## src/rtl/utf8v_pkg.sv

```systemverilog
// utf8v_pkg: shared types and constants of the UTF-8 prefix validator.
// No dependencies; used by the interfaces, utf8v_step and the top level.
package utf8v_pkg;

  localparam int unsigned LenW   = 16;
  localparam int unsigned CountW = 16;
  localparam int unsigned MaskW  = 32;
  localparam int unsigned CfgIdxW = 2;

  typedef enum logic [2:0] {
    REASON_RUNNING   = 3'd0,
    REASON_BUF_END   = 3'd1,
    REASON_MALFORMED = 3'd2,
    REASON_CONTROL   = 3'd3,
    REASON_CHAR_LIM  = 3'd4
  } stop_reason_t;

  typedef enum logic [CfgIdxW-1:0] {
    CFG_CONTROL_MASK   = 2'd0,
    CFG_LIMIT_BY_CHARS = 2'd1,
    CFG_CHAR_LIMIT     = 2'd2
  } cfg_index_t;

  localparam logic [7:0] TopBit   = 8'h80;
  localparam logic [7:0] LeadBits = 8'hC0;
  localparam logic [7:0] ContBit  = 8'h40;
  localparam logic [7:0] CtrlTop  = 8'h20;
  localparam logic [2:0] MaxBytes = 3'd4;

  typedef struct packed {
    logic                stopped;
    logic [LenW-1:0]     committed;
    logic [2:0]          pending;
    logic [7:0]          lead_bits;
    logic [CountW-1:0]   char_count;
    stop_reason_t        reason;
  } scan_state_t;

  typedef struct packed {
    logic [LenW-1:0]     valid_length;
    logic                scan_done;
    stop_reason_t        stop_reason;
    logic                buffer_end;
  } scan_result_t;

  typedef struct packed {
    logic [MaskW-1:0]    control_mask;
    logic                limit_by_chars;
    logic [CountW-1:0]   char_limit;
  } scan_cfg_t;

endpackage

```

## src/rtl/utf8v_step.sv

```systemverilog
// utf8v_step: next scan state and result for one byte, pure logic.
// Depends on utf8v_pkg.
module utf8v_step import utf8v_pkg::*; #(
  parameter logic [LenW:0] LEN_CAP = 17'd65535
) (
  input  scan_state_t  cur,
  input  scan_cfg_t    cfg,
  input  logic [7:0]   data_byte,
  input  logic         last_byte,
  output scan_state_t  nxt,
  output scan_result_t res
);

  scan_state_t   s;
  logic          completed;
  logic [LenW:0] pos;
  logic          at_end;
  logic [7:0]    shifted;

  assign pos     = {1'b0, cur.committed} + {{(LenW-2){1'b0}}, cur.pending} + {{LenW{1'b0}}, 1'b1};
  assign at_end  = last_byte || (pos >= LEN_CAP);
  assign shifted = {cur.lead_bits[6:0], 1'b0};

  function automatic scan_state_t stop_with(scan_state_t st, stop_reason_t r);
    scan_state_t o;
    o           = st;
    o.stopped   = 1'b1;
    o.reason    = r;
    o.pending   = 3'd0;
    o.lead_bits = 8'd0;
    return o;
  endfunction

  always_comb begin
    s         = cur;
    completed = 1'b0;
    if (!cur.stopped) begin
      if (cur.pending == 3'd0) begin
        priority if (cfg.limit_by_chars && (cur.char_count >= cfg.char_limit)) begin
          s = stop_with(s, REASON_CHAR_LIM);
        end else if ((data_byte & TopBit) == 8'd0) begin
          if ((data_byte < CtrlTop) && cfg.control_mask[data_byte[4:0]]) begin
            s = stop_with(s, REASON_CONTROL);
          end else begin
            s.pending = 3'd1;
            completed = 1'b1;
          end
        end else if ((data_byte & LeadBits) != LeadBits) begin
          s = stop_with(s, REASON_MALFORMED);
        end else begin
          s.pending   = 3'd1;
          s.lead_bits = data_byte;
        end
      end else begin
        if ((cur.pending >= MaxBytes) || ((data_byte & LeadBits) != TopBit)) begin
          s = stop_with(s, REASON_MALFORMED);
        end else begin
          s.pending   = cur.pending + 3'd1;
          s.lead_bits = shifted;
          completed   = ((shifted & ContBit) == 8'd0);
        end
      end

      if (completed) begin
        s.committed  = s.committed + {{(LenW-3){1'b0}}, s.pending};
        s.char_count = s.char_count + {{(CountW-1){1'b0}}, 1'b1};
        s.pending    = 3'd0;
        s.lead_bits  = 8'd0;
        if (cfg.limit_by_chars && (s.char_count >= cfg.char_limit)) begin
          s = stop_with(s, REASON_CHAR_LIM);
        end
      end

      if (!s.stopped && at_end) begin
        s = stop_with(s, REASON_BUF_END);
      end
    end

    res.valid_length = s.committed;
    res.scan_done    = s.stopped;
    res.stop_reason  = s.reason;
    res.buffer_end   = last_byte;

    if (last_byte) begin
      nxt = '0;
    end else begin
      nxt = s;
    end
  end

endmodule

```

## config.mk

```make
export PLATFORM = sky130hd
export DESIGN_NAME = utf8v_step
export DESIGN_NICKNAME = d
export VERILOG_FILES = /design/src/rtl/utf8v_pkg.sv /design/src/rtl/utf8v_step.sv
export SDC_FILE = /design/constraint.sdc
export NUM_CORES = 1
export LEC_CHECK = 0
export ABC_AREA = 1
export BUFFER_PORTS_ARGS = -buffer_cell sky130_fd_sc_hd__buf_2
export CORE_MARGIN = 2
export CORE_UTILIZATION = 49
export DETAILED_ROUTE_END_ITERATION = 8
export PLACE_DENSITY = 0.9
export SLEW_MARGIN = 40
export SYNTH_ARGS = -nofsm -noshare
export SYNTH_HDL_FRONTEND = slang
export SYNTH_SLANG_ARGS = --single-unit
```

## constraint.sdc

```tcl
create_clock -name vclk -period 5.7
set_clock_uncertainty 0.1 [all_clocks]
set_input_delay 0.855 -clock vclk [all_inputs]
set_output_delay 0.855 -clock vclk [all_outputs]
set_load 0.03 [all_outputs]
```

==> summary.md, run 1 <==
| Metric | Value |
|---|---|
| Syn_nets | `797` |
| Layout net count | `951` |
| Vias per cell | `5.40` |
| Final wirelength | `11,600 um` |
| WHS | `2000 ps` |
| Simple-gate share of the synthesized area | `0.448` |
| Slew HR | `0.498` |
| Area after DPL | `4370 um^2` |
| Peak Freq | `0.185 GHz` |
| Worst hold path type | `input port to primary output` |
| Nature of the critical path startpoint | `input port` |
| Gate count after technology mapping | `648` |
| Post-Layout Inst Area | `4390 um^2` |
| Period utilization | `0.947` |
| Maxcap violations | `0` |
| Slew Viols, Final | `0` |
| Pwr Density | `84.8 nW/um^2` |
| Setup_tns | `0 ps` |
| WS Path Type | `input port to primary output` |
| Clkbuf count | `0` |
| LEAKAGE | `2.57 nW` |
| Drt first pass iters | `6` |
| CP required | `4740 ps` |
| Yosys warns | `0` |
| Total Routing Usage GR | `0.282` |
| Final core utilization | `0.639` |
| DP Worst Slack | `160 ps` |
| Die Ht | `88.7 um` |
| Post-synth top area cell | `nand2_1` |
| Cell Area, Synth | `3520 um^2` |
| Worst setup path endpoint | `nxt[46]` |
| DRC violations left | `0` |
| Synthesis-to-layout area growth | `24.7%` |
| Die W | `88.7 um` |
| Largest net degree at the start of global routing | `33` |
| Post-synth top area share | `0.188` |
| Post-synth cell types | `40` |
| Seq cells | `0` |
| Status | `finished clean` |
| Synth area leaders | `nand2_1 19%, ha_1 15%, a21oi_1 8.5%, inv_1 8.5%, nand3_1 8.0%` |
| Number of I/O pins | `173` |
| Core ar. | `6870 um^2` |
| # placed instances | `896` |
| Sw Pwr | `0.248 mW` |
| Mean Syn Cell Area | `5.43 um^2` |
| Post-CTS Setup Bufs | `0` |
| Starting Density | `0.512` |
| Final GP Congestion | `0.956` |
| Count leader, synth | `nand2_1` |
| Largest family of logic cells by synthesized area | `simple AND/OR/NAND/NOR gates` |
| Final Hold Viols | `0` |
| CTS-repair resized insts | `0` |
| Sequential cell area | `0 um^2` |
| Sequential power share | `0` |
| Worst-Margin Slew | `748 ps` |
| Unrepaired setup endpoints after global routing | `no` |
| Internal | `0.124 mW` |
| Hold-fix buffers, CTS | `0` |
| WL/cell | `13.0 um` |
| Global route total overflow | `0` |
| Initial antenna violation count | `0` |
| Clock power frac | `0` |
| Gate power share | `1.000` |
| Crit. End Element | `primary output` |
| DRT iter0 DRCs | `393` |
| Multiplexer share of the synthesized area | `0` |
| Power, Total | `0.372 mW` |
| Peak supply drop | `43.9 uV` |
| Global-route wire length before repair | `18,600 um` |
| Xor-xnor portion of the synthesized cell area | `0.0598` |
| Vias post-DR | `4,834` |
| DIE AREA | `7870 um^2` |
| CP arrival | `4450 ps` |
| FP Rows | `30` |
| DP HPWL | `9530 um` |
| Antenna cells | `0` |
| Sw frac | `0.666` |
| CP Launch Point | `cur[3]` |
| Period minus WS final | `5400 ps` |
| Synth Area in Compound Gates | `0.194` |
| Post-Synth Adder-Cell Area | `0.161` |
| Post-route ant nets | `0` |
| Sequential area share after synthesis | `0` |
| Peak fanout along the critical path | `6` |
| Setup ws final | `300 ps` |
| Vias in the first global route | `4,437` |
| Share of cells above drive strength 1 | `0.270` |
| Commonest cells post-synth | `176 x nand2_1, 80 x inv_1, 60 x a21oi_1` |
| Final number of setup-violating endpoints | `0` |
| Final cell count without fillers | `896` |
| IO Port Bufs | `173` |
==> placed cells by master, fill, tap and decap left out, types with 3 or more instances in the layout <==
| cell | netlist | layout |
|---|---|---|
| a21oi_1 | 60 | 60 |
| xnor2_1 | 4 | 4 |
| buf_4 | 2 | 3 |
| nand2_2 | 5 | 4 |
| nor3_1 | 13 | 11 |
| a21oi_2 | 6 | 6 |
| inv_1 | 80 | 79 |
| o21ai_0 | 39 | 39 |
| ha_1 | 42 | 42 |
| buf_2 | 4 | 173 |
| xor2_1 | 20 | 20 |
| nand2_4 | 2 | 3 |
| o21ai_1 | 8 | 8 |
| inv_2 | 3 | 3 |
| nand3b_2 | 3 | 3 |
| nand3_2 | 6 | 7 |
| nand2_1 | 176 | 176 |
| nand3_1 | 56 | 55 |
| a31oi_1 | 7 | 7 |
| nor2_1 | 56 | 56 |
| nand4_1 | 18 | 18 |
==> layout make-up <==
class,count,area [um^2]
timing repair buffer,176,888
multi-input combinational,539,3050
inverter,85,327
tap,96,120
fill,695,2480
==> cell families (layout without fill, tap and decap cells) <==
family / after synthesis / count (layout)
XOR/XNOR: 24 / 24
AND/OR/NAND/NOR: 345 / 345
AO/OA/AOI/OAI: 126 / 126
buffers and inverters: 109 / 261
adder cells (fa/ha/maj): 44 / 44
==> power by group through the flow <==
stage	sequential (mW)	clock [mW]	combinational, mW
finish	0	0	0.372
global route	0	0	0.414
CTS	0	0	0.369
detailed placement	0	0	0.367
global placement	0	0	0.359
floorplan	0	0	0.251
==> routing by layer <==
metal	wire [um]	share of wire	track usage	vias to the layer above
li1	-	-	-	2457
met1	4770	0.41	0.355	2127
met2	5690	0.49	0.524	234
met3	1030	0.089	0.0271	16
met4	135	0.012	0.0482	0
met5	0	0	0	-
==> how the worst min path moves through the flow <==
stage / startpoint / end / slack [ps] / cells past startpoint
after floorplan: last_byte / nxt[46] / 1720 / 1
after global placement: cur[3] / nxt[3] / 1980 / 3
after detailed placement: cur[3] / nxt[3] / 1980 / 3
after CTS: cur[3] / nxt[3] / 1990 / 3
after global routing: cur[3] / nxt[3] / 2010 / 3
final: cur[3] / nxt[3] / 2000 / 3
==> critical path: stages <==
cell and delay, ps:
buf_2 120, ha_1 180, nand2_1 60, nor2_1 150, nand2_1 70, nor2_1 160
nand3_1 170, nor3b_2 270, nand3_1 170, nand3b_1 210, xnor2_1 160, ha_1 280
nand2_1 50, inv_1 50, nand3_1 90, nor3_2 180, nand3_1 110, nand3_1 100
nand2_1 50, inv_1 80, nand3_2 170, inv_1 90, nor2_1 50, a31oi_1 280
buf_2 270
(Power assumes the default switching activity.)
==> inputs of run 2 (changes only) <==
--- a/config.mk
+++ b/config.mk
@@ -8,9 +8,10 @@
 export ABC_AREA = 1
 export BUFFER_PORTS_ARGS = -buffer_cell sky130_fd_sc_hd__buf_2
 export CORE_MARGIN = 2
-export CORE_UTILIZATION = 49
+export CORE_UTILIZATION = 53
 export DETAILED_ROUTE_END_ITERATION = 8
-export PLACE_DENSITY = 0.9
+export PLACE_DENSITY = 0.95
+export REMOVE_ABC_BUFFERS = 1
 export SLEW_MARGIN = 40
 export SYNTH_ARGS = -nofsm -noshare
 export SYNTH_HDL_FRONTEND = slang
==> constraint.sdc (replaced) <==
create_clock -name vclk -period 6.7
set_clock_uncertainty 0.1 [all_clocks]
set_input_delay 1.005 -clock vclk [all_inputs]
set_output_delay 1.005 -clock vclk [all_outputs]
set_load 0.03 [all_outputs]
==> summary.md, run 2 (synthesis results as in run 1) <==
| Metric | Value |
|---|---|
| Status | `finished clean` |
| Global-route wire length before repair | `19,700 um` |
| Clock power frac | `0` |
| Final Hold Viols | `0` |
| DRT iter0 DRCs | `303` |
| Die W | `85.5 um` |
| Total Routing Usage GR | `0.311` |
| Most frequent cells in the layout | `176 x nand2_1, 173 x buf_2, 79 x inv_1` |
| WS Path Type | `input port to primary output` |
| Layout net count | `951` |
| CP required | `5590 ps` |
| Seq cells | `0` |
| WL/cell | `13.3 um` |
| Hold-fix buffers, CTS | `0` |
| Pwr Density | `73.1 nW/um^2` |
| Maxcap violations | `0` |
| Share of cells above drive strength 1 | `0.268` |
| CP peak stage delay | `420 ps` |
| Peak Freq | `0.169 GHz` |
| Unrepaired setup endpoints after global routing | `no` |
| Final number of setup-violating endpoints | `0` |
| Crit. End Element | `primary output` |
| Final GP Congestion | `0.933` |
| Number of I/O pins | `173` |
| Sw Pwr | `0.212 mW` |
| FP Rows | `29` |
| LEAKAGE | `2.57 nW` |
| Most common cell after layout, fill and taps aside | `nand2_1` |
| Largest net degree at the start of global routing | `33` |
| Vias per cell | `5.58` |
| Nature of the critical path startpoint | `input port` |
| DP Worst Slack | `866 ps` |
| Post-route ant nets | `0` |
| Post-CTS Setup Bufs | `0` |
| CP bufs+invs | `5` |
| IO Port Bufs | `173` |
| Final wirelength | `11,700 um` |
| Post-Layout Inst Area | `4340 um^2` |
| Antenna cells | `0` |
| Vias in the first global route | `4,672` |
| Gate power share | `1.000` |
| Drt first pass iters | `6` |
| Setup_tns | `0 ps` |
| Peak fanout along the critical path | `17` |
| Worst-Margin Slew | `606 ps` |
| DP HPWL | `9480 um` |
| Clkbuf count | `0` |
| Sequential power share | `0` |
| Period utilization | `0.882` |
| Sw frac | `0.666` |
| Peak supply drop | `41.2 uV` |
| Slowest cell on the critical path | `fa_1` |
| Cells on Worst Hold Path | `3` |
| Sequential cell area | `0 um^2` |
| Worst Hold Launch | `cur[3]` |
| Fill cell count | `596` |
| Slew HR | `0.595` |
| DIE AREA | `7300 um^2` |
| Worst hold path type | `input port to primary output` |
| Period minus WS final | `5910 ps` |
| Global route total overflow | `0` |
| Area after DPL | `4340 um^2` |
| Synthesis-to-layout area growth | `23.5%` |
| WHS Endpoint | `nxt[3]` |
| Setup ws final | `787 ps` |
| Vias post-DR | `4,897` |
| Initial antenna violation count | `0` |
| Slew Viols, Final | `0` |
| Internal | `0.106 mW` |
| Crit-path cells | `buf_2 -> ha_1 -> a21oi_1 -> o21ai_0 -> a21oi_1 -> nand3_1 -> nand2_1 -> buf_4 -> nand4_1 -> nand2_1 -> o21ai_0 -> inv_1 -> ha_1 -> inv_1 -> fa_1 -> nor2_1 -> o21ai_0 -> nor2_1 -> nand3_1 -> xor2_1 -> nand2_1 -> nand3_2 -> a21oi_1 -> buf_2` |
| Core ar. | `6390 um^2` |
| CP top delay family | `simple AND/OR/NAND/NOR gates` |
| Die Ht | `85.5 um` |
| WHS | `2280 ps` |
| Starting Density | `0.551` |
| CTS-repair resized insts | `0` |
| CP arrival | `4810 ps` |
| DRC violations left | `0` |
| Final core utilization | `0.680` |
## run 2: changes by cell type in the layout (fill, tap and decap cells not counted)
cell      previous run  this run
nand2_4              3         2
nor3_2               2         0
nand2_2              4         5
nand3_2              7         6
nor3_1              11        13
clkinv_1             1         0
inv_2                3         4
nand3_1             55        56
## run 2: per-layer routing
layer	up-vias	share of wire	GRT usage
met1	2170	0.41	0.375
met5	-	0	0
met2	245	0.49	0.578
met3	31	0.079	0.0350
met4	0	0.024	0.0837
li1	2451	-	-
## run 2: power by group through the flow
| stage | combinational [mW] | sequential [mW] | clock, mW |
|---|---|---|---|
| detailed placement | 0.313 | 0 | 0 |
| global route | 0.351 | 0 | 0 |
| global placement | 0.303 | 0 | 0 |
| finish | 0.318 | 0 | 0 |
| CTS | 0.314 | 0 | 0 |
| floorplan | 0.200 | 0 | 0 |
## run 2: worst max-delay path by stage
stage,startpoint,to,slack (ps),cells past startpoint
after floorplan,cfg[11],nxt[44],1130,22
after global placement,cur[3],nxt[23],1010,25
after detailed placement,cur[12],nxt[44],870,24
after CTS,cur[12],nxt[44],860,24
after global routing,cur[12],nxt[44],310,24
final,cur[12],nxt[44],790,24
## run 2: stage by stage
step	std cells	total power, mW
6_report	877	0.318
5_1_grt	877	0.351
4_1_cts	877	0.314
3_5_place_dp	877	0.313
3_3_place_gp	877	0.303
2_1_floorplan	624	0.200
## run 2: layout make-up
type	instances	area (um^2)	share of cell area
tap	77	96.3	0.0222
timing repair buffer	176	888	0.205
inverter	85	327	0.0752
multi-input combinational	539	3030	0.698
## run 2: tightest hold or removal path: stages
cell and delay, ps:
buf_2 130, a21oi_1 70, buf_2 170
